### src/design/bpw_pkg.sv
package bpw_pkg;

    // One input beat as it travels from the front end through the queue.
    typedef struct packed {
        logic signed [20:0] pos_x;
        logic signed [20:0] pos_y;
        logic signed [20:0] pos_z;
        logic signed [15:0] dir_l;
        logic signed [15:0] dir_m;
        logic signed [15:0] dir_n;
        logic        [27:0] freq_hz;
        logic               active;
    } t_item;

    // Speed of light in millimetres per second.
    localparam logic [127:0] LightMmPerS = 128'd299792458000;
    // Reciprocal of the speed of light, rounded half up, scaled by 2^101.
    localparam logic [127:0] RecipX2 = (128'd1 << 102) / LightMmPerS;
    localparam logic [127:0] RecipWide = (RecipX2 + 128'd1) >> 1;
    localparam logic [62:0] Recip = RecipWide[62:0];

    // CORDIC datapath widths (Q2.30 plus guard bits).
    localparam int XyW = 34;
    localparam int ZW = 34;
    localparam logic signed [XyW-1:0] CordicX0 = 34'sd652032874;
    localparam int AngleEntries = 24;

    // Arctangent table, unit 2^-32 turn.
    function automatic logic signed [ZW-1:0] angle_at(input logic [4:0] idx);
        logic signed [ZW-1:0] v;
        unique case (idx)
            5'd0:  v = 34'sd536870912;
            5'd1:  v = 34'sd316933406;
            5'd2:  v = 34'sd167458907;
            5'd3:  v = 34'sd85004756;
            5'd4:  v = 34'sd42667331;
            5'd5:  v = 34'sd21354465;
            5'd6:  v = 34'sd10679838;
            5'd7:  v = 34'sd5340245;
            5'd8:  v = 34'sd2670163;
            5'd9:  v = 34'sd1335087;
            5'd10: v = 34'sd667544;
            5'd11: v = 34'sd333772;
            5'd12: v = 34'sd166886;
            5'd13: v = 34'sd83443;
            5'd14: v = 34'sd41722;
            5'd15: v = 34'sd20861;
            5'd16: v = 34'sd10430;
            5'd17: v = 34'sd5215;
            5'd18: v = 34'sd2608;
            5'd19: v = 34'sd1304;
            5'd20: v = 34'sd652;
            5'd21: v = 34'sd326;
            5'd22: v = 34'sd163;
            5'd23: v = 34'sd81;
            default: v = '0;
        endcase
        return v;
    endfunction

endpackage

### src/design/bpw_cordic.sv
module bpw_cordic
    import bpw_pkg::*;
#(
    parameter int STAGES = 16
) (
    input  logic                  i_clk,
    input  logic                  i_rst_n,
    input  logic                  i_valid,
    input  logic                  i_active,
    input  logic [1:0]            i_quad,
    input  logic signed [ZW-1:0]  i_z,
    output logic                  o_strobe,
    output logic signed [15:0]    o_re,
    output logic signed [15:0]    o_im
);
    logic                 w_v   [STAGES+1];
    logic                 w_act [STAGES+1];
    logic [1:0]           w_q   [STAGES+1];
    logic signed [XyW-1:0] w_x  [STAGES+1];
    logic signed [XyW-1:0] w_y  [STAGES+1];
    logic signed [ZW-1:0]  w_z  [STAGES+1];

    assign w_v[0] = i_valid;
    assign w_act[0] = i_active;
    assign w_q[0] = i_quad;
    assign w_x[0] = CordicX0;
    assign w_y[0] = '0;
    assign w_z[0] = i_z;

    for (genvar i = 0; i < STAGES; i++) begin : g_stage
        logic                  r_v;
        logic                  r_act;
        logic [1:0]            r_q;
        logic signed [XyW-1:0] r_x, r_y;
        logic signed [ZW-1:0]  r_z;

        always_ff @(posedge i_clk) begin
            if (!i_rst_n) begin
                r_v <= 1'b0;
            end else begin
                r_v <= w_v[i];
            end
        end

        always_ff @(posedge i_clk) begin
            r_act <= w_act[i];
            r_q <= w_q[i];
            if (w_z[i] >= 0) begin
                r_x <= w_x[i] - (w_y[i] >>> i);
                r_y <= w_y[i] + (w_x[i] >>> i);
                r_z <= w_z[i] - angle_at(5'(i));
            end else begin
                r_x <= w_x[i] + (w_y[i] >>> i);
                r_y <= w_y[i] - (w_x[i] >>> i);
                r_z <= w_z[i] + angle_at(5'(i));
            end
        end

        assign w_v[i+1] = r_v;
        assign w_act[i+1] = r_act;
        assign w_q[i+1] = r_q;
        assign w_x[i+1] = r_x;
        assign w_y[i+1] = r_y;
        assign w_z[i+1] = r_z;
    end

    function automatic logic signed [15:0] to_q15(input logic signed [XyW-1:0] v);
        logic signed [XyW:0]    t;
        logic signed [XyW-15:0] r;
        logic signed [15:0]     s;
        t = (XyW+1)'(v) + (XyW+1)'(16384);
        r = (XyW-14)'(t >>> 15);
        if (r > (XyW-14)'(32767)) begin
            s = 16'sh7FFF;
        end else if (r < -(XyW-14)'(32768)) begin
            s = -16'sh8000;
        end else begin
            s = r[15:0];
        end
        return s;
    endfunction

    logic signed [XyW-1:0] w_rx, w_ry;
    logic                  r_strobe;
    logic signed [15:0]    r_re, r_im;

    always_comb begin
        unique case (w_q[STAGES])
            2'd0: begin
                w_rx = w_x[STAGES];
                w_ry = w_y[STAGES];
            end
            2'd1: begin
                w_rx = -w_y[STAGES];
                w_ry = w_x[STAGES];
            end
            2'd2: begin
                w_rx = -w_x[STAGES];
                w_ry = -w_y[STAGES];
            end
            default: begin
                w_rx = w_y[STAGES];
                w_ry = -w_x[STAGES];
            end
        endcase
    end

    always_ff @(posedge i_clk) begin
        if (!i_rst_n) begin
            r_strobe <= 1'b0;
        end else begin
            r_strobe <= w_v[STAGES];
        end
    end

    always_ff @(posedge i_clk) begin
        r_re <= w_act[STAGES] ? to_q15(w_rx) : '0;
        r_im <= w_act[STAGES] ? to_q15(w_ry) : '0;
    end

    assign o_strobe = r_strobe;
    assign o_re = r_re;
    assign o_im = r_im;
endmodule

### config.mk
export PLATFORM = sky130hd
export DESIGN_NAME = bpw_cordic
export DESIGN_NICKNAME = d
export VERILOG_FILES = /design/src/design/bpw_pkg.sv /design/src/design/bpw_cordic.sv
export SDC_FILE = /design/constraint.sdc
export NUM_CORES = 2
export LEC_CHECK = 0
export ABC_AREA = 0
export BUFFER_PORTS_ARGS = -buffer_cell sky130_fd_sc_hd__buf_4
export CORE_UTILIZATION = 55
export DETAILED_ROUTE_END_ITERATION = 10
export PLACE_DENSITY_LB_ADDON = 0.15
export SYNTH_ARGS = -nofsm -noshare
export SYNTH_HDL_FRONTEND = slang
export SYNTH_SLANG_ARGS = --single-unit
### constraint.sdc
create_clock -name i_clk -period 5.3 [get_ports i_clk]
set_input_delay 0.795 -clock i_clk [delete_from_list [all_inputs] [get_ports i_clk]]
set_output_delay 0.795 -clock i_clk [all_outputs]
set_load 0.05 [all_outputs]
==> flow_metrics.tcl <==
set metrics [dict create \
    outcome "complete, but fails checks" \
    setup_viol 1 \
    arrival_ns 6.09 \
    start_util 0.553 \
    synth_nets 14700 \
    drtIter0Drc 6626 \
    avgViaCountPerCell 5.92 \
    io-pin-count 73 \
    violations "setup timing" \
    core_area_um2 205000 \
    fin_worst_skew_ns 0.0364 \
    nets 15500 \
    maxSlewHeadroom 0.306 \
    synth_seq_cells 1571 \
    clock-root-buffer "clkbuf_16" \
    die_w_um 456 \
    gp_congestion 0.954 \
    syn_inst 13200 \
    row_count 166 \
    hold_ws_ns 0.0717 \
    yosysSeqAreaShare 0.277 \
    tightest_slew_ns 1.03 \
    ys_types 97 \
    dieHeight_um 456 \
    cap_violations 0 \
    firstDrtPassIters 7 \
    clock-sinks 1571 \
    layout_setup_ws_ns -0.0376 \
    synth-edff-count 0 \
    drc 0 \
    die_area_um2 208000 \
    period_share 1.01 \
    fin_crit_ns 5.34 \
    fin_util 0.634 \
    antenna_found_initial 5 \
    track_usage 0.297 \
    hold_viol 0 \
    clock_latency_ns 0.83 \
    finalMaxSlewViolations 0 \
    cts_made_buffers 176 \
    areaGrowthSynthToFinish_pct 14.6 \
    grt_pass1_wl_um 509000 \
    htree_num_levels 4 \
    post_drt_wl_per_cell_um 19.0 \
    grt_pass1_vias 96400 \
    ys_async_sr_fraction 0 \
    synthFlopType "dfxtp_1" \
    end_kind "register" \
    clockBufferDepth 3 \
    crit_required_ns 6.05 \
    rsz0062_at_grt "true" \
    crit_type "reg -> reg" \
    fmax_mhz 187 \
    grt_max_degree 64 \
    critPathMaxFanout 8 \
    fin_tns_setup_ns -0.0376 \
    synth_area_per_cell_um2 8.58 \
    stdcell_area_um2 130000 \
    vias 99700 \
    final_cell_mix "dfxtp_1 (1565), ha_1 (1416), xnor2_1 (1241), a21oi_1 (1085), nor2_1 (1008)" \
    final_antenna_net_count 0 \
    portBuffers 72 \
    holdCritPathClass "in -> reg" \
    grt_overflow_total 0 \
    drive_gt1_frac 0.109 \
    cts_hold_buffers 0 \
    synth_warnings 0 \
    dpl_cell_area_um2 122000 \
    crit_path_start_kind "register" \
    drt_wl_total_um 321000 \
    clk_pin_slew_worst_paths_ns 0.06 \
    final_common_cell "dfxtp_1" \
    syn-cell-area_um2 113000 \
    dp_hpwl_um 260000 \
    cts_tree "yes" \
]
metrics by stage:
step,worst slack (ns),instances
after detailed placement,-0.489,16500
after global routing,-0.183,16800
after floorplan,0.0125,13200
after global placement,-0.401,16500
after CTS,0.00162,16800
final,-0.0376,16800
Yosys cell counts (30+ instances only):
library cell | instances | area [µm²]
dfxtp_1 | 1571 | 31500
ha_1 | 1419 | 17800
xnor2_1 | 1241 | 10900
a21oi_1 | 1105 | 5530
nor2_1 | 1023 | 3840
nand2_1 | 799 | 3000
o21ai_0 | 701 | 3510
xor2_1 | 624 | 5470
a21o_1 | 516 | 3870
inv_1 | 495 | 1860
nor3_1 | 377 | 1890
nand3_1 | 243 | 1220
nand2b_1 | 227 | 1420
o21a_1 | 205 | 1540
o31ai_1 | 202 | 1520
or3_1 | 173 | 1080
o21bai_1 | 168 | 1260
nor4_1 | 167 | 1040
nor2b_1 | 155 | 970
clkbuf_1 | 147 | 552
a211oi_1 | 131 | 983
a31oi_1 | 123 | 769
and3_1 | 118 | 738
and2_1 | 87 | 544
nand4_1 | 84 | 526
mux2i_1 | 73 | 731
or4_1 | 72 | 541
o41ai_1 | 70 | 613
or2_2 | 68 | 425
o211ai_1 | 63 | 473
fa_1 | 47 | 941
a21boi_0 | 36 | 270
a211o_1 | 34 | 298
o31a_1 | 31 | 272
and4_1 | 30 | 263
timing repair:
action / 4_1_cts / 5_1_grt
endpoints found under the setup margin: 65 / 166
buffers inserted: 6 / 46
pin swaps: 8 / 87
cloned: 0 / 3
resized for setup: 46 / 260
worst max-delay path, stage by stage (launching register included):
cell	delay [ns]
dfxtp_2	0.33
inv_2	0.05
ha_4	0.14
nor4b_4	0.12
nand4_1	0.09
nor4_2	0.05
and4_4	0.20
nor2_4	0.41
clkinv_4	0.10
buf_6	0.14
nor2_4	0.10
xor2_1	0.20
ha_2	0.33
nand2_2	0.07
o21ai_2	0.07
or4_1	0.47
a31oi_1	0.20
buf_4	0.16
o211ai_1	0.22
a311o_1	0.48
a211oi_2	0.34
o31ai_2	0.13
o41ai_2	0.39
o21bai_1	0.14
a21oi_2	0.16
xnor2_1	0.13
logic make-up after synthesis:
| kind of cell | Yosys count | synth area share |
|---|---|---|
| xor+xnor | 1866 | 0.144 |
| compound gates | 3754 | 0.214 |
| simple gates | 3735 | 0.163 |
| fa+ha+maj | 1466 | 0.165 |
| buf+inv | 694 | 0.0232 |
| flops | 1571 | 0.277 |
| other cells | 1 | 0.0000331 |
| mux | 122 | 0.0137 |
metal layers:
metal	track usage	wire (µm)
met1	0.381	144000
met2	0.517	152000
met3	0.0342	14700
met5	0	7
met4	0.0936	10500
flip-flops by register name (all words and copies together), names as in the netlist:
name / count
g_stage.r_y: 511
g_stage.r_x: 486
g_stage.r_z: 477
g_stage.r_q: 32
g_stage.r_act: 16
g_stage.r_v: 16
o_im: 16
o_re: 16
o_strobe: 1
area by class of cell:
class / instances / area (µm²)
Antenna cell: 4 / 10.0
Clock buffer: 228 / 4950
Clock inverter: 95 / 1330
Fill cell: 17600 / 74900
Inverter: 507 / 1920
Multi-Input combinational cell: 10900 / 80400
Sequential cell: 1571 / 31500
Tap cell: 2688 / 3360
Timing Repair Buffer: 811 / 6380
worst paths after layout:
kind                 startpoint                 end  slack [ns]  cells after the start
max reg2reg  g_stage[5].r_z[33]  g_stage[6].r_y[33]       -0.04                     25
max          g_stage[5].r_z[33]  g_stage[6].r_y[33]       -0.04                     25
min reg2reg   g_stage[7].r_q[0]   g_stage[8].r_q[0]        0.32                      0
min                    i_active    g_stage[0].r_act        0.07                      1
Power is left out: the tool's default activity adds up to more than one toggle a clock period on the data nets, which glitch-free logic cannot reach.
