[src/design/bpw_pkg.sv]
package bpw_pkg;

    // One input beat as it travels from the front end through the queue.
    typedef struct packed {
        logic signed [20:0] pos_x;
        logic signed [20:0] pos_y;
        logic signed [20:0] pos_z;
        logic signed [15:0] dir_l;
        logic signed [15:0] dir_m;
        logic signed [15:0] dir_n;
        logic        [27:0] freq_hz;
        logic               active;
    } t_item;

    // Speed of light in millimetres per second.
    localparam logic [127:0] LightMmPerS = 128'd299792458000;
    // Reciprocal of the speed of light, rounded half up, scaled by 2^101.
    localparam logic [127:0] RecipX2 = (128'd1 << 102) / LightMmPerS;
    localparam logic [127:0] RecipWide = (RecipX2 + 128'd1) >> 1;
    localparam logic [62:0] Recip = RecipWide[62:0];

    // CORDIC datapath widths (Q2.30 plus guard bits).
    localparam int XyW = 34;
    localparam int ZW = 34;
    localparam logic signed [XyW-1:0] CordicX0 = 34'sd652032874;
    localparam int AngleEntries = 24;

    // Arctangent table, unit 2^-32 turn.
    function automatic logic signed [ZW-1:0] angle_at(input logic [4:0] idx);
        logic signed [ZW-1:0] v;
        unique case (idx)
            5'd0:  v = 34'sd536870912;
            5'd1:  v = 34'sd316933406;
            5'd2:  v = 34'sd167458907;
            5'd3:  v = 34'sd85004756;
            5'd4:  v = 34'sd42667331;
            5'd5:  v = 34'sd21354465;
            5'd6:  v = 34'sd10679838;
            5'd7:  v = 34'sd5340245;
            5'd8:  v = 34'sd2670163;
            5'd9:  v = 34'sd1335087;
            5'd10: v = 34'sd667544;
            5'd11: v = 34'sd333772;
            5'd12: v = 34'sd166886;
            5'd13: v = 34'sd83443;
            5'd14: v = 34'sd41722;
            5'd15: v = 34'sd20861;
            5'd16: v = 34'sd10430;
            5'd17: v = 34'sd5215;
            5'd18: v = 34'sd2608;
            5'd19: v = 34'sd1304;
            5'd20: v = 34'sd652;
            5'd21: v = 34'sd326;
            5'd22: v = 34'sd163;
            5'd23: v = 34'sd81;
            default: v = '0;
        endcase
        return v;
    endfunction

endpackage

[src/design/bpw_front.sv]
module bpw_front
    import bpw_pkg::*;
#(
    parameter int DEPTH = 4
) (
    input  logic                     i_clk,
    input  logic                     i_rst_n,
    input  logic                     i_start,
    input  t_item                    i_item,
    input  logic [$clog2(DEPTH):0]   i_level,
    output logic                     o_busy,
    output logic                     o_push,
    output t_item                    o_item
);
    logic  r_valid;
    t_item r_item;
    t_item n_item;
    logic  w_accept;

    // Keep one queue slot free for the beat held in the front register.
    assign o_busy = (32'(i_level) >= DEPTH - 1);
    assign w_accept = i_start && !o_busy;

    // Inactive beamlets carry cleared operands so the math stays quiet.
    always_comb begin
        n_item = i_item;
        if (!i_item.active) begin
            n_item = '0;
        end
    end

    always_ff @(posedge i_clk) begin
        if (!i_rst_n) begin
            r_valid <= 1'b0;
        end else begin
            r_valid <= w_accept;
        end
    end

    always_ff @(posedge i_clk) begin
        if (w_accept) begin
            r_item <= n_item;
        end
    end

    assign o_push = r_valid;
    assign o_item = r_item;
endmodule

[config.mk]
export PLATFORM = sky130hd
export DESIGN_NAME = bpw_front
export DESIGN_NICKNAME = d
export VERILOG_FILES = /design/src/design/bpw_pkg.sv /design/src/design/bpw_front.sv
export SDC_FILE = /design/constraint.sdc
export NUM_CORES = 1
export LEC_CHECK = 0
export BUFFER_PORTS_ARGS = -buffer_cell sky130_fd_sc_hd__buf_2
export CORE_MARGIN = 2
export CORE_UTILIZATION = 44
export CTS_BUF_LIST = sky130_fd_sc_hd__clkbuf_16
export CTS_CLUSTER_DIAMETER = 100
export CTS_CLUSTER_SIZE = 24
export DETAILED_ROUTE_END_ITERATION = 16
export PLACE_DENSITY = 0.79
export SLEW_MARGIN = 10
export SYNTH_ARGS = -nofsm -noshare
export SYNTH_HDL_FRONTEND = slang
export SYNTH_SLANG_ARGS = --single-unit
[constraint.sdc]
create_clock -name i_clk -period 5.2 [get_ports i_clk]
set_input_delay 0 -clock i_clk [delete_from_list [all_inputs] [get_ports i_clk]]
set_output_delay 0 -clock i_clk [all_outputs]
set_load 0.03 [all_outputs]
==> results of run 1 <==
layout by cell type (no fill, tap or decap), types with 2 or more instances in the layout:
master         count
buf_2            287
dlygate4sd3_1    141
edfxtp_1         140
and2_1           139
clkbuf_16         17
bufinv_16          6
clkinv_1           3
clkinvlp_4         2
inv_1              2
routing by layer:
| layer | wire, um | vias up | global-route usage [%] |
|---|---|---|---|
| met5 | 0 | - | 0 |
| met2 | 8350 | 225 | 44.6 |
| met1 | 5270 | 1940 | 24.1 |
| met4 | 439 | 0 | 11.4 |
| li1 | - | 1910 | - |
| met3 | 1210 | 40 | 7.65 |
sequential cells by signal, summed over array words and instances, names as in the netlist:
signal  cells
o_item    140
o_push      1
worst min-delay path by stage:
stage / startpoint / endpoint / slack (ps)
after CTS: i_item[0] / o_item[0]$_DFFE_PP_ / 300
final: i_item[0] / o_item[0]$_DFFE_PP_ / 280
after global routing: i_item[0] / o_item[0]$_DFFE_PP_ / 340
after global placement: i_item[124] / o_item[124]$_SDFFCE_PN0P_ / 280
after floorplan: i_item[0] / o_item[0]$_DFFE_PP_ / 100
after detailed placement: i_item[139] / o_item[139]$_SDFFCE_PN0P_ / 290
report_power, final:
| part | internal (W) | switching, W | total, W |
|---|---|---|---|
| combinational | 0.000182 | 0.000253 | 0.000435 |
| clock | 0.000890 | 0.000443 | 0.00133 |
| sequential | 0.00133 | 0.0000204 | 0.00135 |
worst max-delay path: stages:
cell,delay [ps]
buf_2,110
and3b_4,940
buf_12,430
area by class of cell:
class | count | area, um^2 | area share (%)
clock buffer | 17 | 425 | 4.81
timing repair buffer | 430 | 2880 | 32.5
tap | 143 | 179 | 2.02
clock inverter | 15 | 228 | 2.58
multi-input combinational | 143 | 902 | 10.2
sequential | 141 | 4220 | 47.8
antenna | 1 | 2.50 | 0.0283
per-stage QoR:
stage | instance area [um^2] | std cells | util [%] | hold WS, ps | setup WS [ps]
floorplan | 5270 | 299 | - | 98.9 | 1340
global placement | 6770 | 716 | 58.5 | 282 | 3340
detailed placement | 6770 | 716 | 58.5 | 285 | 3280
CTS | 8830 | 889 | 76.4 | 296 | 3720
global route | 8830 | 889 | 76.4 | 339 | 3600
finish | 8840 | 890 | 76.4 | 284 | 3690
logic make-up (layout without fill, tap and decap cells):
| family | Yosys count | count (layout) | share of synthesized area (%) |
|---|---|---|---|
| flip-flops | 141 | 141 | 80.1 |
| buffers and inverters | 15 | 462 | 2.85 |
| other | 0 | 1 | 0 |
| AND/OR/NAND/NOR | 143 | 143 | 17.0 |
==> impl_metrics.json, run 1 <==
{
  "grt_pass1_vias": 4450,
  "synth_nets": 445,
  "gp_congestion": 0.783,
  "synth-main-ff-cell": "edfxtp_1",
  "drive_above_1_share_pct": 42.5,
  "vias": 4115,
  "drt_first_pass_iters": 4,
  "grtUsageTotal_pct": 23.9,
  "drtAntennaViolNets": 0,
  "netlist.area_leader.share_pct": 79.7,
  "fmaxAchievable_mhz": 661,
  "synth_common_cells": "140 x edfxtp_1, 139 x and2_1, 12 x buf_6",
  "cp-endpoint": "o_item[1]$_SDFFCE_PN0P_",
  "synthArstFlopShare_pct": 0,
  "final_hold_viol_count": 0,
  "p_leak_nw": 3.56,
  "relSlewSlack_pct": 32.9,
  "cts_buffer_depth": 2,
  "status": "finished, final reports clean",
  "p_per_area_nw_per_um2": 353,
  "tritoncts": "yes",
  "cts_setup_buffers": 0,
  "synth_cell_types": 9,
  "finalCritPeriodShare_pct": 29.1,
  "die_w_um": 113,
  "num_rows": 39,
  "overflow": 0,
  "arrival_ps": 1580,
  "worstSetupStartpoint": "i_level[2]",
  "syn_inst": 299,
  "crit_type": "primary input to flip-flop",
  "yosys.area.top_type": "edfxtp_1",
  "vdd_drop_max_uv": 257,
  "clk_pin_slew_ps": 60,
  "cap_violations": 0,
  "synthTopCellsByArea": "edfxtp_1 80%, and2_1 16%, buf_6 2.6%, dfxtp_1 0.38%, buf_2 0.28%",
  "ys_seq_elements": 141,
  "rsz0062_at_grt": "no",
  "post_cts_resized": 0,
  "cp_max_fo": 76,
  "setup_viol": 0,
  "cts.sinks": 141,
  "portBuffers": 287,
  "setup_tns_ps": 0,
  "clockRootBuffer": "clkbuf_16",
  "viasPerCell": 4.62,
  "fillers": 630,
  "die_h_um": 113,
  "finalNetCount": 879,
  "synth_edf_count": 140,
  "ys_warn_count": 0,
  "avgRoutedWirePerCell_um": 17.1,
  "hold_depth": 1,
  "end_kind": "flip-flop",
  "fin_crit_ps": 1510,
  "drcViolationCount": 0,
  "worst_pin_slew_ps": 1010,
  "grt_start_max_net_pins": 77,
  "report.final.slew_viol_count": 0,
  "ios": 288,
  "finalPower_w": 0.00312,
  "drt-initial-drc-count": 220,
  "yosysMostFrequentCell": "edfxtp_1",
  "start_kind": "primary input",
  "hp-class": "primary input to flip-flop",
  "drt_wl_total_mm": 15.3,
  "cts_made_buffers": 17,
  "syn_avg_cell_area_um2": 17.6,
  "grt_pass1_wl_mm": 22.8,
  "holdBufCountCts": 141,
  "core_um2": 11600,
  "die-area_um2": 12900,
  "cp.required_ps": 5270,
  "h-tree-depth": 4,
  "seq_area_frac_synth_pct": 80.1,
  "antenna_found_initial": 0,
  "synthToLayoutAreaGrowth_pct": 67.6,
  "place_hpwl_mm": 8.11,
  "netlist_area_um2": 5270,
  "start_util_pct": 45.6
}
No activity file was read; power rests on OpenSTA's default activity.
==> run 2: changes to the inputs <==
ABC_AREA = 1   (was unset)
CORE_UTILIZATION = 40   (was 44)
PLACE_DENSITY = 0.76   (was 0.79)
clock period = 1.3 ns   (was 5.2 ns; I/O delays follow)
==> run 2 against run 1 <==
Cell area increased by 3.7%. Count of clock-buffer cells in the layout stayed put. Setup slack got worse by 3400 ps.
==> impl_metrics.json, run 2 <==
{
  "vias": 4569,
  "critical_path.max_stage_delay_ps": 410,
  "start_kind": "flip-flop",
  "end_kind": "output pin",
  "clkPwrFrac_pct": 41.6,
  "viasPerCell": 4.27,
  "die_h_um": 120,
  "final_area_um2": 9160,
  "yosys.area.top_type": "edfxtp_1",
  "placed_area_um2": 7110,
  "place_ws_ps": 179,
  "seq_area_frac_synth_pct": 78.6,
  "p_leak_nw": 4.63,
  "crit_buf_inv": 1,
  "post_cts_resized": 0,
  "status": "finished, final reports clean",
  "fmaxAchievable_mhz": 968,
  "switching_share_pct": 24.0,
  "rsz0062_at_grt": "no",
  "comb_power_share_pct": 14.8,
  "synthToLayoutAreaGrowth_pct": 70.4,
  "drt_first_pass_iters": 4,
  "p_sw_w": 0.00297,
  "overflow": 0,
  "mostFrequentLayoutCells": "286 x buf_2, 142 x inv_1, 141 x dlygate4sd3_1",
  "mostFrequentLayoutCell": "buf_2",
  "crit_type": "flip-flop to output pin",
  "finalNetCount": 1026,
  "die-area_um2": 14400,
  "num_rows": 42,
  "finalCritPeriodShare_pct": 79.5,
  "setup_ws_ps": 267,
  "synth_nets": 587,
  "clk_pin_slew_ps": 60,
  "crit_chain": "buf_2",
  "yosysMostFrequentCell": "inv_1",
  "synth-main-ff-cell": "edfxtp_1",
  "grt_pass1_vias": 4863,
  "syn_avg_cell_area_um2": 12.2,
  "drt_wl_total_mm": 15.5,
  "hp-class": "primary input to flip-flop",
  "gp_congestion": 0.766,
  "drcViolationCount": 0,
  "portBuffers": 287,
  "fin_crit_ps": 1030,
  "synth_common_cells": "142 x inv_1, 141 x nand2_1, 140 x edfxtp_1",
  "setup_viol": 0,
  "antenna_found_initial": 2,
  "layout.area.seq_um2": 4220,
  "synthArstFlopShare_pct": 0,
  "cp_max_fo": 1,
  "grt_start_max_net_pins": 141,
  "p_per_area_nw_per_um2": 1350,
  "h-tree-depth": 4,
  "worst_pin_slew_ps": 566,
  "start_util_pct": 40.8,
  "relSlewSlack_pct": 62.3,
  "seqPwrFrac_pct": 43.6,
  "crit_family": "flip-flops",
  "final_hold_viol_count": 0,
  "avgRoutedWirePerCell_um": 14.4,
  "drtAntennaViolNets": 0,
  "multi_input_area_um2": 567,
  "tritoncts": "yes",
  "cts.sinks": 141,
  "syn_inst": 441,
  "cts_setup_buffers": 0,
  "synth_edf_count": 140,
  "drt-initial-drc-count": 276,
  "arrival_ps": 1030,
  "report.final.slew_viol_count": 0,
  "place_hpwl_mm": 8.67,
  "grt_pass1_wl_mm": 23.2,
  "cp.required_ps": 1300,
  "cts_made_buffers": 17,
  "synthTopCellsByArea": "edfxtp_1 78%, inv_1 9.9%, nand2_1 9.8%, buf_2 1.2%, dfxtp_1 0.37%",
  "cts_buffer_depth": 2,
  "p_int_w": 0.00942,
  "vdd_drop_max_uv": 862,
  "largest_reg_flops": 140,
  "fillers": 875,
  "core_um2": 13200,
  "ios": 288,
  "holdBufCountCts": 141,
  "drive_above_1_share_pct": 36.4,
  "die_w_um": 120,
  "netlist.area_leader.share_pct": 78.2,
  "ys_warn_count": 0,
  "synth_cell_types": 8,
  "ys_seq_elements": 141,
  "netlist_area_um2": 5380,
  "cap_violations": 0,
  "grtUsageTotal_pct": 21.5,
  "crit_slowest_cell": "edfxtp_1",
  "clockRootBuffer": "clkbuf_16"
}
-- run 2: changes by cell type after synthesis, sizes merged --
| cell | previous run | this run |
|---|---|---|
| inv | 0 | 142 |
| nand3 | 0 | 1 |
| nand2 | 1 | 141 |
| nand2b | 1 | 0 |
| and4b | 1 | 0 |
| nor2 | 0 | 1 |
| and3b | 1 | 0 |
| and2 | 139 | 0 |
-- run 2: path summary, 6_finish.rpt --
| kind | start | end | slack (ps) | depth (start not counted) |
|---|---|---|---|---|
| max | o_item[125]$_SDFFCE_PN0P_ | o_item[125] | 270 | 1 |
| min | i_start | o_item[1]$_SDFFCE_PN0P_ | 40 | 3 |
-- run 2: kinds of logic after synthesis --
group                  count (synthesis)  share of synthesized area [%]
AND/OR/NAND/NOR                      143                           10.0
flip-flops                           141                           78.6
buffers and inverters                157                           11.4
-- run 2: per-layer routing --
metal / track usage [%] / wire, um / up-vias
met5: 0 / 0 / -
met4: 12.3 / 699 / 0
met3: 7.46 / 1080 / 53
met2: 39.2 / 8320 / 211
met1: 21.0 / 5360 / 2096
li1: - / - / 2209
-- run 2: cell type report --
class	count	area share [%]
flip-flops and latches	141	46.1
clock buffers	17	4.64
inverters	142	5.86
multi-input cells	143	6.19
well taps	176	2.40
clock inverters	15	2.23
repair buffers	435	32.5
diodes	2	0.0546
-- run 2: worst min-delay path: stages --
cell	delay, ps
buf_2	100
nand3_4	70
clkinvlp_4	140
-- run 2: power by group through the flow --
stage          clock [W]  combinational, W  sequential [W]
6_report         0.00515           0.00184         0.00540
3_5_place_dp           0           0.00148         0.00549
4_1_cts          0.00522           0.00181         0.00540
2_1_floorplan          0          0.000285         0.00609
5_1_grt          0.00543           0.00196         0.00542
3_3_place_gp           0           0.00146         0.00548
-- run 2: through the flow --
| step | setup TNS (ps) | util [%] | std cells | hold WS, ps | total power [W] |
|---|---|---|---|---|---|
| after global routing | 0 | 69.4 | 1071 | 46.2 | 0.0128 |
| final | 0 | 69.4 | 1071 | 39.7 | 0.0124 |
| after global placement | 0 | 53.9 | 896 | 229 | 0.00694 |
| after detailed placement | 0 | 53.9 | 896 | 230 | 0.00696 |
| after CTS | 0 | 69.4 | 1069 | 18.4 | 0.0124 |
| after floorplan | -178840 | - | 441 | 98.9 | 0.00638 |
