### src/design/bpw_pkg.sv
package bpw_pkg;

    // One input beat as it travels from the front end through the queue.
    typedef struct packed {
        logic signed [20:0] pos_x;
        logic signed [20:0] pos_y;
        logic signed [20:0] pos_z;
        logic signed [15:0] dir_l;
        logic signed [15:0] dir_m;
        logic signed [15:0] dir_n;
        logic        [27:0] freq_hz;
        logic               active;
    } t_item;

    // Speed of light in millimetres per second.
    localparam logic [127:0] LightMmPerS = 128'd299792458000;
    // Reciprocal of the speed of light, rounded half up, scaled by 2^101.
    localparam logic [127:0] RecipX2 = (128'd1 << 102) / LightMmPerS;
    localparam logic [127:0] RecipWide = (RecipX2 + 128'd1) >> 1;
    localparam logic [62:0] Recip = RecipWide[62:0];

    // CORDIC datapath widths (Q2.30 plus guard bits).
    localparam int XyW = 34;
    localparam int ZW = 34;
    localparam logic signed [XyW-1:0] CordicX0 = 34'sd652032874;
    localparam int AngleEntries = 24;

    // Arctangent table, unit 2^-32 turn.
    function automatic logic signed [ZW-1:0] angle_at(input logic [4:0] idx);
        logic signed [ZW-1:0] v;
        unique case (idx)
            5'd0:  v = 34'sd536870912;
            5'd1:  v = 34'sd316933406;
            5'd2:  v = 34'sd167458907;
            5'd3:  v = 34'sd85004756;
            5'd4:  v = 34'sd42667331;
            5'd5:  v = 34'sd21354465;
            5'd6:  v = 34'sd10679838;
            5'd7:  v = 34'sd5340245;
            5'd8:  v = 34'sd2670163;
            5'd9:  v = 34'sd1335087;
            5'd10: v = 34'sd667544;
            5'd11: v = 34'sd333772;
            5'd12: v = 34'sd166886;
            5'd13: v = 34'sd83443;
            5'd14: v = 34'sd41722;
            5'd15: v = 34'sd20861;
            5'd16: v = 34'sd10430;
            5'd17: v = 34'sd5215;
            5'd18: v = 34'sd2608;
            5'd19: v = 34'sd1304;
            5'd20: v = 34'sd652;
            5'd21: v = 34'sd326;
            5'd22: v = 34'sd163;
            5'd23: v = 34'sd81;
            default: v = '0;
        endcase
        return v;
    endfunction

endpackage

### src/design/bpw_queue.sv
module bpw_queue
    import bpw_pkg::*;
#(
    parameter int DEPTH = 4
) (
    input  logic                     i_clk,
    input  logic                     i_rst_n,
    input  logic                     i_push,
    input  t_item                    i_item,
    input  logic                     i_pop,
    output t_item                    o_item,
    output logic                     o_empty,
    output logic [$clog2(DEPTH):0]   o_level
);
    localparam int AW = $clog2(DEPTH);

    t_item          r_mem [DEPTH];
    logic [AW-1:0]  r_wr;
    logic [AW-1:0]  r_rd;
    logic [AW:0]    r_cnt;
    logic [AW-1:0]  n_wr;
    logic [AW-1:0]  n_rd;
    logic [AW:0]    n_cnt;

    always_comb begin
        n_wr = r_wr;
        n_rd = r_rd;
        n_cnt = r_cnt;
        if (i_push) begin
            n_wr = (r_wr == AW'(DEPTH - 1)) ? '0 : r_wr + 1'b1;
        end
        if (i_pop) begin
            n_rd = (r_rd == AW'(DEPTH - 1)) ? '0 : r_rd + 1'b1;
        end
        if (i_push && !i_pop) begin
            n_cnt = r_cnt + 1'b1;
        end else if (!i_push && i_pop) begin
            n_cnt = r_cnt - 1'b1;
        end
    end

    always_ff @(posedge i_clk) begin
        if (!i_rst_n) begin
            r_wr <= '0;
            r_rd <= '0;
            r_cnt <= '0;
        end else begin
            r_wr <= n_wr;
            r_rd <= n_rd;
            r_cnt <= n_cnt;
        end
    end

    always_ff @(posedge i_clk) begin
        if (i_push) begin
            r_mem[r_wr] <= i_item;
        end
    end

    assign o_item = r_mem[r_rd];
    assign o_empty = (r_cnt == '0);
    assign o_level = r_cnt;
endmodule

### config.mk
export PLATFORM = sky130hd
export DESIGN_NAME = bpw_queue
export DESIGN_NICKNAME = d
export VERILOG_FILES = /design/src/design/bpw_pkg.sv /design/src/design/bpw_queue.sv
export SDC_FILE = /design/constraint.sdc
export NUM_CORES = 1
export LEC_CHECK = 0
export ABC_AREA = 1
export BUFFER_PORTS_ARGS = -buffer_cell sky130_fd_sc_hd__buf_2
export CAP_MARGIN = 5
export CORE_MARGIN = 8
export CORE_UTILIZATION = 60
export CTS_CLUSTER_DIAMETER = 30
export DETAILED_ROUTE_END_ITERATION = 12
export HOLD_SLACK_MARGIN = 0.08
export PLACE_DENSITY = 0.93
export SYNTH_ARGS = -nofsm -noshare
export SYNTH_HDL_FRONTEND = slang
export SYNTH_SLANG_ARGS = --single-unit
export TNS_END_PERCENT = 50
### constraint.sdc
create_clock -name i_clk -period 6.31 [get_ports i_clk]
set_input_delay 0.9465 -clock i_clk [delete_from_list [all_inputs] [get_ports i_clk]]
set_output_delay 0.9465 -clock i_clk [all_outputs]
set_load 0.02 [all_outputs]
==> run metrics, run 1 <==
main combinational cell family by area after synthesis=compound AO/OA/AOI/OAI gates; # port buffers=roughly 290; Root Buffer=clkbuf_16; worst slew pin tran=between 1000 and 1500 ps; worst min-delay path class=flip-flop to flip-flop; Die H=between 200 and 250 um; Startpoint Class=flip-flop; post-synthesis simple-gate area fraction=0.05369; Synth warnings=0; PD cells=slightly above 400 nW/um2; Arr. time, crit path=around 3500 ps; P_leak=about 0.0094 uW; CTS HTree Levels=3; die area=between 40000 and 50000 um2; nets@finish=around 1900; share of layout cells above drive strength 1=0.2601; commonest non-fill, non-tap cell in the layout=edfxtp_1; net count after synthesis=1562; worst path cell trace=inv_8 -> buf_4 -> nor2_1 -> o22ai_1 -> buf_2; CP Capture Type=primary output; Top delay family on crit path=buffers and inverters; detailed-route via count=roughly 14000; total power=between 10000 and 15000 uW; reg2reg setup slack=between 3000 and 4000 ps; Max Freq=between 0.2 and 0.25 GHz; post-DR wirelength/cell=23.51 um; vias in the first global route=14318; Antenna Nets Post-Route=0; syn_area_per_cell=15.01 um2; Critical Path RT=~5400 ps; CTS tree=built; starting density of the core=0.6028; final routed DRC violation total=0; buffer count from post-CTS setup fixing=0; mux cell area share after synthesis=0; IO Count=around 290; RePlAce Congestion=between 0.7 and 0.8; Filler cells=about 1900; min cycle time layout=roughly 4500 ps; post-synthesis xor/xnor area fraction=0.0004135; outcome=completed; post-DP HPWL=27920 um; Reg clk slew, reported paths=50 ps; CP peak stage delay=850 ps; Rel. slew slack=0.1226; Fin Setup TNS=0 ps; CTS sink count=around 570; count of final setup violators=0; Post-CTS Hold Buffers=0; Slowest-stage cell, CP=inv_8; antenna violations before repair=17; # rows=69; sequential area share after synthesis=0.8024; drt pass-1 iters=5; synthesized instance count=roughly 1400; total grt overflow=0; CTS Buf Count=98; Worst Path Buf+Inv=3; commonest cells after routing, fill and taps aside=edfxtp_1, nor2_1, buf_2; Synth Register Bits=about 570; cell area after synthesis=~21000 um2; pin count of the biggest net entering global routing=between 200 and 250; Placeable Area=about 35000 um2; crit-path max FO=227; die outline width=203.9 um; Clock Latency Late Sink=between 500 and 600 ps; drt first-iter violations=1325; Layout area overhead=24.30%; Final Skew=roughly 18 ps; Routed WL=between 50000 and 60000 um; Max Slew Vio Count=0; Period Utilization, post-route=0.7086; Resized Gates After CTS=0; adder-cell area share of the yosys netlist=0.004489; RSZ-0062 raised after global routing=false; max capacitance violation total=0; Max VDD drop=around 0.34 mV; post-synth cell types=22; Overall Global Routing Usage=0.2492; Final Hold Fails=0; vias per cell=6.093; Max clock buf depth=3; Synth Area in Compound Gates=0.1089; Worst Path Class, Setup=flip-flop to primary output; Min Hold Slack=around 520 ps; first-pass GRT wire length=roughly 80000 um
## sequential cells by signal, summed over array words and instances (netlist names), named ones only
signal / cells
r_mem: 560
o_level: 3
r_rd: 2
r_wr: 2
## synth_stat cells
cell type	count	area (um2)
dfxtp_1	9	180.2
nor3_1	3	15.01
xor2_1	1	8.760
nor2_1	288	1081
o22ai_1	140	875.8
inv_6	1	8.760
a21oi_1	3	15.01
fa_1	1	20.02
edfxtp_1	560	16820
buf_6	21	236.5
ha_1	6	75.07
nand2_1	8	30.03
clkbuf_1	34	127.6
o21ai_0	223	1116
nand3_1	1	5.000
inv_1	14	52.55
buf_4	3	22.52
o21ai_1	60	300.3
buf_8	2	30.03
inv_2	1	3.750
buf_2	31	155.2
nand4_1	1	6.260
## worst reg2reg max path: stages (launching register included)
cell and delay (ps):
dfxtp_1 340, inv_1 90, ha_1 140, nand2_1 100, inv_6 700, buf_4 750
## report_power, final
group	leakage, uW	internal [uW]	switching, uW
Combinational	0.00248	248	659
Clock	0.00171	3750	1830
Sequential	0.00522	4330	61.2
Total	0.00942	8340	2550
## routing by layer
| layer | vias to the layer above | share of wire | GRT usage |
|---|---|---|---|
| met5 | - | 0.0010 | 0 |
| met4 | 8 | 0.033 | 0.1134 |
| met2 | 856 | 0.51 | 0.4276 |
| met3 | 119 | 0.093 | 0.06546 |
| met1 | 6887 | 0.36 | 0.2926 |
| li1 | 6028 | - | - |
## final timing paths
path,startpoint,endpoint,cells past startpoint
worst min-delay path,r_wr[1]$_SDFFE_PN0P_,r_wr[1]$_SDFFE_PN0P_,2
worst min register to register,r_wr[1]$_SDFFE_PN0P_,r_wr[1]$_SDFFE_PN0P_,2
worst max register to register,r_wr[0]$_SDFFE_PN0P_,r_mem[2][62]$_DFFE_PP_,5
worst max-delay path,flip-flop,o_item[112],5
## per-stage QoR
stage	setup slack, ps	util	area, um2	instances
CTS	1884	0.7481	26290	2264
global route	1705	0.7490	26320	2277
floorplan	2139	-	21180	1411
global placement	2603	0.6475	22750	2081
finish	1839	0.7493	26330	2281
detailed placement	2574	0.6475	22750	2081
## kinds of logic (layout without fill, tap and decap cells)
| group | Yosys count | count (layout) |
|---|---|---|
| AND/OR/NAND/NOR | 301 | 301 |
| XOR/XNOR | 1 | 1 |
| AO/OA/AOI/OAI | 426 | 426 |
| buffers and inverters | 107 | 499 |
| other | 0 | 17 |
| adder cells (fa/ha/maj) | 7 | 7 |
| flip-flops | 569 | 569 |
## layout make-up
type	count	area, um2	area share
Antenna cell	17	42.54	0.001616
Clock buffer	110	2561	0.09728
Clock inverter	73	972.2	0.03692
Inverter	16	90.09	0.003422
Multi-Input combinational cell	735	3548	0.1348
Sequential cell	569	17000	0.6458
Tap cell	461	576.8	0.02191
Timing Repair Buffer	300	1534	0.05826
Power figures use the tool's default switching activity.
==> run 2, diff against run 1 <==
- CORE_UTILIZATION: 60 -> 52
- PLACE_DENSITY: 0.93 -> 0.86
- clock period: 6.31 -> 3.75 ns (I/O delays scaled with it)
==> run 2 against run 1 <==
Sequential power is 68% higher; non-clock buffer count rose by 12; clock-buffer cell count is 1 lower; die area up 14%; critical path depth unchanged; register-to-register slack worse by 2300 ps; first-iteration DRC count up 17%; clock power increased by 61%.
==> run metrics, run 2 (synthesized netlist as in run 1, its figures left out) <==
outcome=completed; end point of the critical path=o_item[71]; Antenna Nets Post-Route=0 (unchanged); final routed DRC violation total=0 (unchanged); worst min-delay path class=primary input to flip-flop; Routed WL=51450 um (-4.0%); Period Utilization, post-route=0.9157; max capacitance violation total=0 (unchanged); Max clock buf depth=3 (unchanged); total power=17920 uW (+65%); Fin Setup TNS=0 ps (unchanged); Biggest register=r_mem; die area=47450 um2 (+14%); max reg flops=560 (unchanged); Final Hold Fails=0 (unchanged); Startpoint Class=flip-flop; vias per cell=5.777 (-5.2%); # port buffers=287 (unchanged); R2R cell count=5 (unchanged); Placed Area=23090 um2 (+1.5%); reg2reg setup slack=1510 ps (-2260 ps); Arr. time, crit path=2870 ps (-650 ps); worst slew pin tran=900.8 ps (-415.4 ps); Rel. slew slack=0.3982 (+0.2756); CTS tree=built; first-pass GRT wire length=77580 um (-3.2%); Core Util, Final=0.6540 (-0.09533); count of final setup violators=0 (unchanged); fraction of power spent switching nets=0.2386 (+0.004591); commonest non-fill, non-tap cell in the layout=edfxtp_1; antenna violations before repair=7 (-10); pin count of the biggest net entering global routing=146 (-36%); detailed-route via count=13599 (-2.2%); nets@finish=1884 (+0.69%); Seq pwr share=0.411 (+0.007); die outline width=217.8 um (+6.8%); Clock Latency Late Sink=620 ps (+30 ps); CP Capture Type=primary output; post-DR wirelength/cell=21.86 um (-7.0%); Post-CTS Hold Buffers=0 (unchanged); Root Buffer=clkbuf_16; RSZ-0062 raised after global routing=false; PD cells=675.8 nW/um2 (+64%); P_leak=0.009424 uW (about the same); clock share of power=0.502 (-0.011); Critical Path RT=3190 ps (-2170 ps); min cycle time layout=~3400 ps; sequential cell area=17000 um2 (unchanged); Max Slew Vio Count=0 (unchanged); Layout area overhead=25.21%; drt first-iter violations=1551 (+17%); Max Freq=around 0.29 GHz; Pint=13650 uW (+64%); Final Skew=26.69 ps (+8.802 ps); CTS sink count=569 (unchanged); total grt overflow=0 (unchanged); Resized Gates After CTS=0 (unchanged); DP Worst Slack=1040 ps (-1535 ps); post-DP HPWL=28490 um (+2.1%); CTS Buf Count=99 (+1.0%); post-route setup slack=316.3 ps (-1523 ps); drt pass-1 iters=5 (unchanged); vias in the first global route=14179 (-0.97%); starting density of the core=0.5223 (-0.08051); area of the multi-input gates=3548 um2 (unchanged); Placeable Area=40550 um2 (+15%); Logic pwr share=0.087 (+0.004); # rows=74 (+7.2%); Reg clk slew, reported paths=50 ps (about the same); Filler cells=2616 (+37%); switching power=4277 uW (+68%); IO Count=288 (unchanged); crit-path max FO=145 (-36%); CTS HTree Levels=3 (unchanged); worst r2r src=r_wr[1]$_SDFFE_PN0P_; buffer count from post-CTS setup fixing=0 (unchanged); commonest cells after routing, fill and taps aside=edfxtp_1, nor2_1, buf_2; Max VDD drop=0.6054 mV (+76%); RePlAce Congestion=0.7549 (-0.57%); final instance area=26520 um2 (+0.73%); Reg-to-Reg End=r_mem[1][133]$_DFFE_PP_; Die H=217.8 um (+6.8%); Worst Path Class, Setup=flip-flop to primary output; share of layout cells above drive strength 1=0.2668 (+0.006655); Overall Global Routing Usage=0.2101 (-0.03912)
## run 2: cell types whose count changed in the layout (fill, tap and decap cells not counted)
cell        previous run  this run
clkbuf_1               9         8
inv_8                  2         1
clkinvlp_4             6        17
inv_16                 1         0
clkinv_4              10        12
buf_4                 13        12
diode_2               17         4
clkinv_2              13        11
buf_12                 0        13
inv_6                 11        12
bufinv_16             20        14
## run 2: per-stage QoR
stage / cells / hold WS (ps)
3_5_place_dp: 2164 / 523.3
5_1_grt: 2354 / 124.3
3_3_place_gp: 2164 / 507.5
4_1_cts: 2350 / 115.5
6_report: 2354 / 159.0
2_1_floorplan: 1411 / 489.7
## run 2: worst min-delay path by stage
stage | startpoint | to | slack (ps) | depth (start not counted)
floorplan | r_wr[1]$_SDFFE_PN0P_ | r_wr[1]$_SDFFE_PN0P_ | 490 | 2
global placement | r_wr[1]$_SDFFE_PN0P_ | r_wr[1]$_SDFFE_PN0P_ | 510 | 2
detailed placement | r_wr[1]$_SDFFE_PN0P_ | r_wr[1]$_SDFFE_PN0P_ | 520 | 2
CTS | i_item[105] | r_mem[1][105]$_DFFE_PP_ | 120 | 1
global route | i_item[13] | r_mem[1][13]$_DFFE_PP_ | 120 | 1
finish | i_item[65] | r_mem[1][65]$_DFFE_PP_ | 160 | 1
## run 2: cell type report
cell class	instances	share of cell area
antenna	4	0.0003774
clock buffer	109	0.09643
clock inverter	77	0.03250
inverter	16	0.003302
multi-input combinational	735	0.1338
sequential	569	0.6411
tap	532	0.02510
timing repair buffer	312	0.06737
## run 2: metal layers
metal,GRT usage,vias to the layer above,wire [um],share of wire
met5,0,-,36,0.00070
met4,0.08554,6,1274,0.025
met3,0.05520,120,4301,0.084
met2,0.3632,685,26570,0.52
met1,0.2483,6744,19270,0.37
li1,-,6044,-,-
## run 2: power by group through the flow
stage	logic, uW	registers [uW]	clock network, uW
floorplan	933	7490	0
global placement	1500	7460	0
detailed placement	1550	7470	0
CTS	1570	7360	9080
global route	1680	7370	9380
finish	1560	7360	9000
## run 2: critical path: stages (launching register included)
cell     delay, ps
dfxtp_4        380
buf_12         420
buf_12         440
o21ai_0        230
o22ai_1        270
buf_2          210
==> run 3, diff against run 2 <==
==> constraint.sdc (replaced) <==
create_clock -name i_clk -period 3.75 [get_ports i_clk]
set_input_delay 0.75 -clock i_clk [delete_from_list [all_inputs] [get_ports i_clk]]
set_output_delay 0.75 -clock i_clk [all_outputs]
set_load 0.02 [all_outputs]
==> run 3 against run 2 <==
Total power decreased by 0.35%; sequential share of layout area increased by 0.15 points; via count increased by 0.32%; non-clock buffer count decreased by 4; wire length increased by 0.39%; maximum frequency decreased by 2.4%; core utilization decreased by 0.16 points; sequential power about the same; worst setup slack got worse by 84 ps; flip-flop and latch count unchanged; critical path type unchanged; critical endpoint is now o_item[17]; largest power group unchanged.
==> run metrics, run 3 (synthesized netlist as in run 1, its figures left out) <==
RePlAce Congestion=0.7660 (+1.5%); total power=17860 uW (-0.35%); Root Buffer=clkbuf_16; worst slew pin tran=1078 ps (+176.9 ps); Biggest register=r_mem; Core Util, Final=0.6524 (-0.001573); total grt overflow=0 (unchanged); Critical Path RT=3000 ps (-190 ps); switching power=4459 uW (+4.3%); pin count of the biggest net entering global routing=197 (+35%); R2R cell count=5 (unchanged); # port buffers=287 (unchanged); commonest cells after routing, fill and taps aside=edfxtp_1, nor2_1, buf_2; CP Capture Type=primary output; CTS Buf Count=98 (-1.0%); Reg clk slew, reported paths=50 ps (about the same); worst min-delay path class=primary input to flip-flop; Min Hold Slack=334.9 ps (+175.9 ps); Reg-to-Reg End=r_mem[2][5]$_DFFE_PP_; die area=47450 um2 (unchanged); vias in the first global route=13930 (-1.8%); outcome=completed; Overall Global Routing Usage=0.2090 (-0.001125); drt first-iter violations=1440 (-7.2%); Final Skew=17.88 ps (-8.807 ps); Routed WL=51650 um (+0.39%); final routed DRC violation total=0 (unchanged); PD cells=675.1 nW/um2 (-0.11%); sequential cell area=17000 um2 (unchanged); Die H=217.8 um (unchanged); first-pass GRT wire length=76560 um (-1.3%); Max Slew Vio Count=0 (unchanged); share of layout cells above drive strength 1=0.2688 (+0.001987); Fin Setup TNS=0 ps (unchanged); final instance area=26460 um2 (-0.24%); buffer count from post-CTS setup fixing=0 (unchanged); reg2reg setup slack=1760 ps (+250 ps); IO Count=288 (unchanged); # rows=74 (unchanged); end point of the critical path=o_item[17]; fraction of power spent switching nets=0.2497 (+0.01104); P_leak=0.009408 uW (-0.16%); max capacitance violation total=0 (unchanged); Period Utilization, post-route=0.9380 (+0.02231); post-DR wirelength/cell=21.97 um (+0.52%); starting density of the core=0.5223 (unchanged); commonest non-fill, non-tap cell in the layout=edfxtp_1; Worst Path Class, Setup=flip-flop to primary output; max reg flops=560 (unchanged); Seq pwr share=0.412 (about the same); CTS HTree Levels=3 (unchanged); detailed-route via count=13643 (+0.32%); Clock Latency Late Sink=630 ps (about the same); RSZ-0062 raised after global routing=false; Rel. slew slack=0.2815 (-0.1167); count of final setup violators=0 (unchanged); Arr. time, crit path=2770 ps (-100 ps); Max Freq=0.2843 GHz (-2.4%); Pint=13400 uW (-1.8%); Layout area overhead=24.91%; post-DP HPWL=27740 um (-2.7%); vias per cell=5.803 (+0.45%); Filler cells=2683 (+2.6%); CTS sink count=569 (unchanged); nets@finish=1879 (-0.27%); antenna violations before repair=9 (+2); min cycle time layout=3517 ps (+83.68 ps); worst r2r src=r_wr[0]$_SDFFE_PN0P_; crit-path max FO=52 (-64%); Logic pwr share=0.087 (about the same); area of the multi-input gates=3548 um2 (unchanged); Antenna Nets Post-Route=0 (unchanged); Max clock buf depth=3 (unchanged); Final Hold Fails=0 (unchanged); CTS tree=built; Placed Area=23040 um2 (-0.24%); Placeable Area=40550 um2 (unchanged); Resized Gates After CTS=0 (unchanged); die outline width=217.8 um (unchanged); clock share of power=0.501 (about the same); Max VDD drop=0.4914 mV (-19%); Post-CTS Hold Buffers=0 (unchanged); Startpoint Class=flip-flop; drt pass-1 iters=7 (+2)
## run 3: per-stage QoR
stage,worst slack [ps],instances
floorplan,-221.2,1411
global placement,850.6,2160
detailed placement,904.8,2160
CTS,212.3,2344
global route,127.8,2349
finish,232.6,2351
## run 3: worst min path at each step
stage | from | end | slack, ps | depth (start not counted)
after floorplan | r_wr[1]$_SDFFE_PN0P_ | r_wr[1]$_SDFFE_PN0P_ | 490 | 2
after global placement | r_wr[1]$_SDFFE_PN0P_ | r_wr[1]$_SDFFE_PN0P_ | 510 | 2
after detailed placement | r_wr[1]$_SDFFE_PN0P_ | r_wr[1]$_SDFFE_PN0P_ | 520 | 2
after CTS | i_item[119] | r_mem[1][119]$_DFFE_PP_ | 290 | 1
after global routing | i_item[119] | r_mem[1][119]$_DFFE_PP_ | 300 | 1
final | i_item[8] | r_mem[1][8]$_DFFE_PP_ | 330 | 1
## run 3: power groups by stage
stage          clock network [uW]  logic, uW  registers (uW)
2_1_floorplan                   0        933            7490
3_3_place_gp                    0       1490            7470
3_5_place_dp                    0       1540            7480
4_1_cts                      9040       1560            7360
5_1_grt                      9320       1660            7380
6_report                     8940       1550            7370
## run 3: routing by layer
metal,track usage,up-vias,part of all wire
li1,-,6039,-
met1,0.2411,6774,0.37
met2,0.3649,721,0.51
met3,0.05617,103,0.090
met4,0.08912,6,0.026
met5,0,-,0.00066
## run 3: final cells by class
class | count | area share
Multi-Input combinational cell | 735 | 0.1341
Inverter | 16 | 0.003310
Clock inverter | 82 | 0.03537
Clock buffer | 102 | 0.09326
Tap cell | 532 | 0.02516
Timing Repair Buffer | 308 | 0.06545
Antenna cell | 7 | 0.0006621
Sequential cell | 569 | 0.6427
## run 3: critical path: stages (launching register included)
cell,delay (ps)
dfxtp_4,670
buf_4,630
o21ai_0,190
o22ai_1,340
buf_2,240
